==> src/rtl/core/mst_ram.sv <==
// Generic simple dual-port RAM, one write and one registered read port.
`default_nettype none

module mst_ram #(
  parameter int unsigned Width = 8,
  parameter int unsigned Depth = 16
) (
  input  logic                     clk_i,
  input  logic                     we_i,
  input  logic [$clog2(Depth)-1:0] waddr_i,
  input  logic [Width-1:0]         wdata_i,
  input  logic                     re_i,
  input  logic [$clog2(Depth)-1:0] raddr_i,
  output logic [Width-1:0]         rdata_o
);

  logic [Width-1:0] mem_q [Depth];
  logic [Width-1:0] rdata_q;

  always_ff @(posedge clk_i) begin
    if (we_i) begin
      mem_q[waddr_i] <= wdata_i;
    end
    if (re_i) begin
      rdata_q <= mem_q[raddr_i];
    end
  end

  assign rdata_o = rdata_q;

endmodule

`default_nettype wire

==> config.mk <==
export PLATFORM = sky130hd
export DESIGN_NAME = mst_ram
export DESIGN_NICKNAME = d
export VERILOG_FILES = /design/src/rtl/core/mst_ram.sv
export SDC_FILE = /design/constraint.sdc
export NUM_CORES = 1
export LEC_CHECK = 0
export ABC_AREA = 0
export BUFFER_PORTS_ARGS = -buffer_cell sky130_fd_sc_hd__buf_2
export CAP_MARGIN = 40
export CORE_UTILIZATION = 55
export DETAILED_ROUTE_END_ITERATION = 10
export PLACE_DENSITY = 0.73
export SLEW_MARGIN = 20
export SYNTH_ARGS = -nofsm -noshare
export SYNTH_HDL_FRONTEND = slang
export SYNTH_SLANG_ARGS = --single-unit
export TNS_END_PERCENT = 5
==> constraint.sdc <==
create_clock -name clk_i -period 2.6 [get_ports clk_i]
set_input_delay 0.52 -clock clk_i [delete_from_list [all_inputs] [get_ports clk_i]]
set_output_delay 0.52 -clock clk_i [all_outputs]
set_load 0.01 [all_outputs]
==> results of run 1 <==
==> layout make-up <==
class                   instances  area (um^2)
clock buffers                  18          418
clock inverters                13          180
repair buffers                 48          320
well taps                     129          161
fillers                       584         3020
flip-flops and latches        136         4080
multi-input cells              83         1060
==> Yosys cell counts, types with 2 or more instances <==
library cell                        n  area [um^2]
sky130_fd_sc_hd__nor3_1             4         20.0
sky130_fd_sc_hd__a22oi_1           16          120
sky130_fd_sc_hd__buf_2              3         15.0
sky130_fd_sc_hd__nand2b_1           2         12.5
sky130_fd_sc_hd__buf_6              3         33.8
sky130_fd_sc_hd__mux4_1            14          368
sky130_fd_sc_hd__nor2_1            13         48.8
sky130_fd_sc_hd__nand2_1            9         33.8
sky130_fd_sc_hd__mux4_2            18          405
sky130_fd_sc_hd__nand3b_1           2         15.0
sky130_fd_sc_hd__edfxtp_1         136         4080
sky130_fd_sc_hd__clkdlybuf4s25_2    3         30.0
==> worst max-delay path, cell delays in order <==
cell and delay, ns:
sky130_fd_sc_hd__buf_2 0.10, sky130_fd_sc_hd__buf_12 0.24, sky130_fd_sc_hd__mux4_1 0.58, sky130_fd_sc_hd__a22oi_1 0.33
sky130_fd_sc_hd__nand2_1 0.11
==> power groups by stage <==
stage | clock network (mW) | registers, mW | logic, mW
final | 2.40 | 2.48 | 0.228
after detailed placement | 0 | 2.53 | 0.230
after global placement | 0 | 2.53 | 0.223
after CTS | 2.43 | 2.49 | 0.231
after global routing | 2.54 | 2.49 | 0.246
after floorplan | 0 | 2.53 | 0.125
==> path summary, 6_finish.rpt <==
check,startpoint,endpoint,slack (ns),depth (start not counted)
worst max-delay path,raddr_i[0],rdata_o[5]$_DFFE_PP_,0.95,5
worst min-delay path,wdata_i[7],mem_q[8][7]$_DFFE_PP_,0.39,1
worst max register to register,mem_q[8][5]$_DFFE_PP_,rdata_o[5]$_DFFE_PP_,1.06,3
worst min register to register,mem_q[14][1]$_DFFE_PP_,rdata_o[1]$_DFFE_PP_,0.75,3
==> state kept, by name, indices dropped and copies added (netlist names) <==
| name | count |
|---|---|
| mem_q | 128 |
| rdata_o | 8 |
==> layer usage <==
| metal | wire length (um) | vias up | track usage [%] |
|---|---|---|---|
| li1 | - | 1099 | - |
| met1 | 4190 | 1278 | 32.5 |
| met2 | 4950 | 112 | 33.5 |
| met3 | 665 | 7 | 5.69 |
| met4 | 89 | 0 | 9.73 |
| met5 | 0 | - | 0 |
==> logic make-up (layout without fill, tap and decap cells) <==
group	count (synthesis)	count (layout)
flip-flops	136	136
AND/OR/NAND/NOR	35	35
multiplexers	32	32
AO/OA/AOI/OAI	16	16
buffers and inverters	10	79
==> impl_metrics.yaml, run 1 <==
status:
  run_status: "completed"
layout:
  drive_gt1_share_pct: 31.9
  finish.net_count: 305
  layout.cells.most_common: "sky130_fd_sc_hd__edfxtp_1"
  finalNonFillerCells: 427
  num_antenna_cells: 0
  layout.cells.most_common_list: "sky130_fd_sc_hd__edfxtp_1, sky130_fd_sc_hd__buf_2, sky130_fd_sc_hd__buf_4"
  post-route-cell-area_um2: 6220
  area_delta_synth_final_pct: 19.0
  finish.utilization_pct: 67.3
floorplanning:
  die_h_um: 99.5
  i_o_pins: 27
  die-area_um2: 9900
  initial_utilization_pct: 56.6
  coreArea_um2: 9240
  dieWidth_um: 99.5
  rows: 35
routing:
  totalWireLength_mm: 9.90
  post_drt_via_cell_ratio: 5.85
  wl_per_cell_um: 23.2
  antenna_left: 0
  vias: 2496
  detailedRoute.firstIterationViolations: 192
  drt_drc_violations_left: 0
  drt_pass1_iterations: 4
logic_synthesis:
  synth.yosys.seq_area_share_pct: 78.1
  synth_top_family_by_area: "multiplexers"
  synth-async-reset-ratio_pct: 0
  synth_xor_xnor_area_share_pct: 0
  syn-cell-area_um2: 5230
  synth-warning-count: 0
  synth_compound_gate_area_share_pct: 2.30
  syn-num-nets: 248
  synth_seq_cells: 136
  muxShareOfSynthArea_pct: 14.8
  syn_inst: 229
  synth_cell_type_count: 18
  synth_enable_flop_cells: 136
  synth_fa_ha_area_share_pct: 0
  primary_ff_master_synth: "sky130_fd_sc_hd__edfxtp_1"
  yosys.area_share.simple_pct: 3.14
  average_size_of_a_mapped_cell_um2: 22.8
timing:
  number_of_slew_limit_violations_in_the_final_report: 0
  fin_skew_ns: 0.0139
  hold-worst-slack_ns: 0.385
  period_share_pct: 63.4
  fin_crit_ns: 1.65
  setup_viol_count_final: 0
  finalHoldViolations: 0
  tightest_slew_ns: 0.738
  achievable-frequency_mhz: 606
  fin_setup_tns_ns: 0
  timing.max_slew.rel_slack_pct: 50.6
  rsz0062_at_grt: "no"
  finalWorstSetupSlack_ns: 0.951
setup_path:
  timing.setup.critical_path_class: "input port to flop"
  setup.worst_path.start_class: "input port"
  critical_path_required_ns: 2.85
  max_fo_critical_path: 32
  cp-end-kind: "flop"
  timing.critical_path.arrival_ns: 1.90
global_route:
  global_route_wire_length_before_repair_mm: 15.2
  maximum_number_of_pins_on_one_net_before_global_route_repair: 33
  antenna_found_initial: 0
  grt_pass1_vias: 2528
  grt.total_usage_pct: 22.6
  grt_overflow: 0
min_path:
  hold_path_class: "input port to flop"
place:
  post-place-cells: 396
  dp_hpwl_mm: 6.22
  dpl-instance-area_um2: 5620
  place_ws_ns: 0.449
  gpl.final_weighted_congestion: 0.805
  port_buffers: 26
power_and_ir_drop:
  vdd.ir_drop.worst_v: 0.000490
  power_leakage_nw: 2.13
  seqPwrFrac_pct: 48.6
  powerDensity_nw_per_um2: 821
  clock_power_share_pct: 46.9
  power.share.switching_pct: 19.5
  share_comb_of_total_power_pct: 4.5
  report.power.total_mw: 5.11
  p_switching_uw: 997
  intPower_mw: 4.11
clock_tree:
  buffer_depth_of_the_longest_clock_path: 2
  tritoncts: "yes"
  htree_num_levels: 4
  tritoncts.num_buffers: 17
  cts-resized-gates: 0
  worst_setup_hold_path_clk_slew_ns: 0.06
  cts_root_buf: "sky130_fd_sc_hd__clkbuf_8"
  post_cts_buffers: 0
  number_of_sinks_on_the_clock_net: 136
  postCtsHoldBufs: 0
  clock_latency_at_the_later_pin_of_the_worst_skew_pair_ns: 0.52
flow_run:
  cap_violations: 0
Power figures use the tool's default switching activity.
==> inputs of run 2 (changes only) <==
--- a/config.mk
+++ b/config.mk
@@ -5,7 +5,7 @@
 export SDC_FILE = /design/constraint.sdc
 export NUM_CORES = 1
 export LEC_CHECK = 0
-export ABC_AREA = 0
+export ABC_AREA = 1
 export BUFFER_PORTS_ARGS = -buffer_cell sky130_fd_sc_hd__buf_2
 export CAP_MARGIN = 40
 export CORE_UTILIZATION = 55
==> constraint.sdc (replaced) <==
create_clock -name clk_i -period 1.7 [get_ports clk_i]
set_input_delay 0.34 -clock clk_i [delete_from_list [all_inputs] [get_ports clk_i]]
set_output_delay 0.34 -clock clk_i [all_outputs]
set_load 0.01 [all_outputs]
==> run 2 against run 1 <==
Effect of this change: synthesized cell count is 140% higher; first-iteration DRC count rose by 93%; critical path type is now flop to output pin; sequential share of layout area down 5.3 points; sequential cell count is the same; final cell count increased by 74%; largest power group unchanged; hold slack got worse by 0.19 ns; clock-buffer cell count is the same; sequential power up 53%; global-route usage rose by 2.8 points; register-to-register slack lost 0.52 ns; combinational power grew 100%; worst setup slack worse by 0.69 ns.
==> impl_metrics.yaml, run 2 <==
logic_synthesis:
  post-synth-top-count-cell: "sky130_fd_sc_hd__nand2_1"
  synth_cell_type_count: 11
  synth.yosys.seq_area_share_pct: 69.8
  syn-num-nets: 570
  average_size_of_a_mapped_cell_um2: 10.6
  top_cell_type_s_share_of_synthesized_area_pct: 69.8
  syn_inst: 551
  synth_common_cells: "sky130_fd_sc_hd__nand2_1, sky130_fd_sc_hd__edfxtp_1, sky130_fd_sc_hd__inv_1"
  syn-cell-area_um2: 5850
  synth-warning-count: 0
  synth_seq_cells: 136
  synth_enable_flop_cells: 136
  synth-async-reset-ratio_pct: 0
  synth.top_cells.by_area: "sky130_fd_sc_hd__edfxtp_1, sky130_fd_sc_hd__nand2_1, sky130_fd_sc_hd__nand3_1"
  primary_ff_master_synth: "sky130_fd_sc_hd__edfxtp_1"
  library_cell_occupying_the_most_area_in_the_post_synthesis_netlist: "sky130_fd_sc_hd__edfxtp_1"
setup_path:
  setup.worst_path.start_class: "flop"
  cpPeakStageDelay_ns: 0.42
  worstPathBufferInverterCount: 1
  timing.setup.critical_path_class: "flop to output pin"
  cp-end-kind: "output pin"
  crit_path_top_delay_cell: "sky130_fd_sc_hd__edfxtp_1"
  max_fo_critical_path: 1
  crit_chain: "buf_2"
  timing.critical_path.max_delay_family: "flip-flops"
  critical_path_required_ns: 1.36
  timing.critical_path.arrival_ns: 1.10
status:
  run_status: "completed"
place:
  dp_hpwl_mm: 7.70
  place_ws_ns: 0.174
  post-place-cells: 712
  port_buffers: 26
  gpl.final_weighted_congestion: 0.871
floorplanning:
  rows: 37
  dieWidth_um: 105
  coreArea_um2: 10300
  die_h_um: 105
  initial_utilization_pct: 56.6
  die-area_um2: 11000
  i_o_pins: 27
timing:
  timing.max_slew.rel_slack_pct: 59.6
  finalHoldViolations: 0
  finalWorstSetupSlack_ns: 0.259
  fin_setup_tns_ns: 0
  achievable-frequency_mhz: 694
  number_of_slew_limit_violations_in_the_final_report: 0
  setup_viol_count_final: 0
  fin_crit_ns: 1.44
  hold-worst-slack_ns: 0.192
  tightest_slew_ns: 0.605
  rsz0062_at_grt: "no"
  period_share_pct: 84.8
  fin_skew_ns: 0.00975
routing:
  drt_pass1_iterations: 5
  drt_drc_violations_left: 0
  detailedRoute.firstIterationViolations: 371
  wl_per_cell_um: 17.2
  vias: 3908
  antenna_left: 0
  totalWireLength_mm: 12.8
  post_drt_via_cell_ratio: 5.25
layout:
  finalNonFillerCells: 744
  num_antenna_cells: 0
  sequential_cell_area_um2: 4080
  drive_gt1_share_pct: 13.3
  largest_register_ff_count: 128
  largest-register: "mem_q"
  multiInputGateArea_um2: 1210
  layout.cells.most_common_list: "sky130_fd_sc_hd__nand2_1, sky130_fd_sc_hd__edfxtp_1, sky130_fd_sc_hd__inv_1"
  area_delta_synth_final_pct: 15.8
  finish.utilization_pct: 65.6
  filler_cell_count: 766
  finish.net_count: 614
  layout.cells.most_common: "sky130_fd_sc_hd__nand2_1"
power_and_ir_drop:
  power_leakage_nw: 2.94
  powerDensity_nw_per_um2: 1160
  vdd.ir_drop.worst_v: 0.000725
clock_tree:
  postCtsHoldBufs: 0
  number_of_sinks_on_the_clock_net: 136
  tritoncts.num_buffers: 17
  post_cts_buffers: 0
  clock_latency_at_the_later_pin_of_the_worst_skew_pair_ns: 0.52
  tritoncts: "yes"
  cts_root_buf: "sky130_fd_sc_hd__clkbuf_8"
  worst_setup_hold_path_clk_slew_ns: 0.06
  cts-resized-gates: 0
  htree_num_levels: 4
  buffer_depth_of_the_longest_clock_path: 2
global_route:
  grt.total_usage_pct: 25.4
  global_route_wire_length_before_repair_mm: 20.2
  antenna_found_initial: 0
  grt_pass1_vias: 3842
  maximum_number_of_pins_on_one_net_before_global_route_repair: 65
  grt_overflow: 0
flow_run:
  cap_violations: 0
min_path:
  hold_path_class: "input port to flop"
## run 2: changes by cell type after synthesis, sizes merged, moves of 16 or more
cell | previous run | this run
nand2 | 9 | 173
inv | 0 | 102
nand3 | 1 | 97
mux4 | 32 | 0
buf | 7 | 24
a22oi | 16 | 0
## run 2: cells by family (layout without fill, tap and decap cells)
logic type,after synthesis,count (layout),share of synthesized area (%)
and+or+nand+nor,289,289,20.8
DFF,136,136,69.8
buffers and inverters,126,183,9.39
## run 2: final cells by class
type                       instances  share of cell area, %
inverter                         102                   5.66
clock buffer                      18                   6.17
clock inverter                    14                   2.55
tap                              136                   2.51
multi-input combinational        289                   17.9
sequential                       136                   60.3
timing repair buffer              49                   4.84
## run 2: final timing paths
check	start	end	slack [ns]	cells after the start
setup / recovery	rdata_o[4]$_DFFE_PP_	rdata_o[4]	0.26	1
hold / removal	re_i	rdata_o[7]$_DFFE_PP_	0.19	1
setup reg to reg	mem_q[5][0]$_DFFE_PP_	rdata_o[0]$_DFFE_PP_	0.54	6
hold reg to reg	mem_q[10][7]$_DFFE_PP_	rdata_o[7]$_DFFE_PP_	0.75	6
## run 2: metrics by stage
| step | cell area, um^2 | power, mW |
|---|---|---|
| finish | 6770 | 7.88 |
| global route | 6770 | 8.11 |
| CTS | 6770 | 7.91 |
| detailed placement | 6180 | 4.33 |
| global placement | 6180 | 4.32 |
| floorplan | 5850 | 4.14 |
## run 2: metal layers
layer  vias up  part of all wire [%]  global-route usage [%]  wire [um]
li1       1870                     -                       -          -
met1      1798                    40                    32.7       5160
met2       206                    49                    39.6       6240
met3        34                   8.1                    6.55       1040
met4         0                   3.0                    13.4        385
met5         -                     0                       0          0
## run 2: power breakdown
group	switching, mW	internal, mW	total (mW)
registers	0.0230	3.78	3.80
logic	0.324	0.137	0.460
clock network	1.37	2.24	3.61
## run 2: worst register-to-register path, delay by kind of cell, from the launching register on
kind	cells	cell delay, ns
and+or+nand+nor	5	0.45
DFF	1	0.39
buffers and inverters	1	0.07
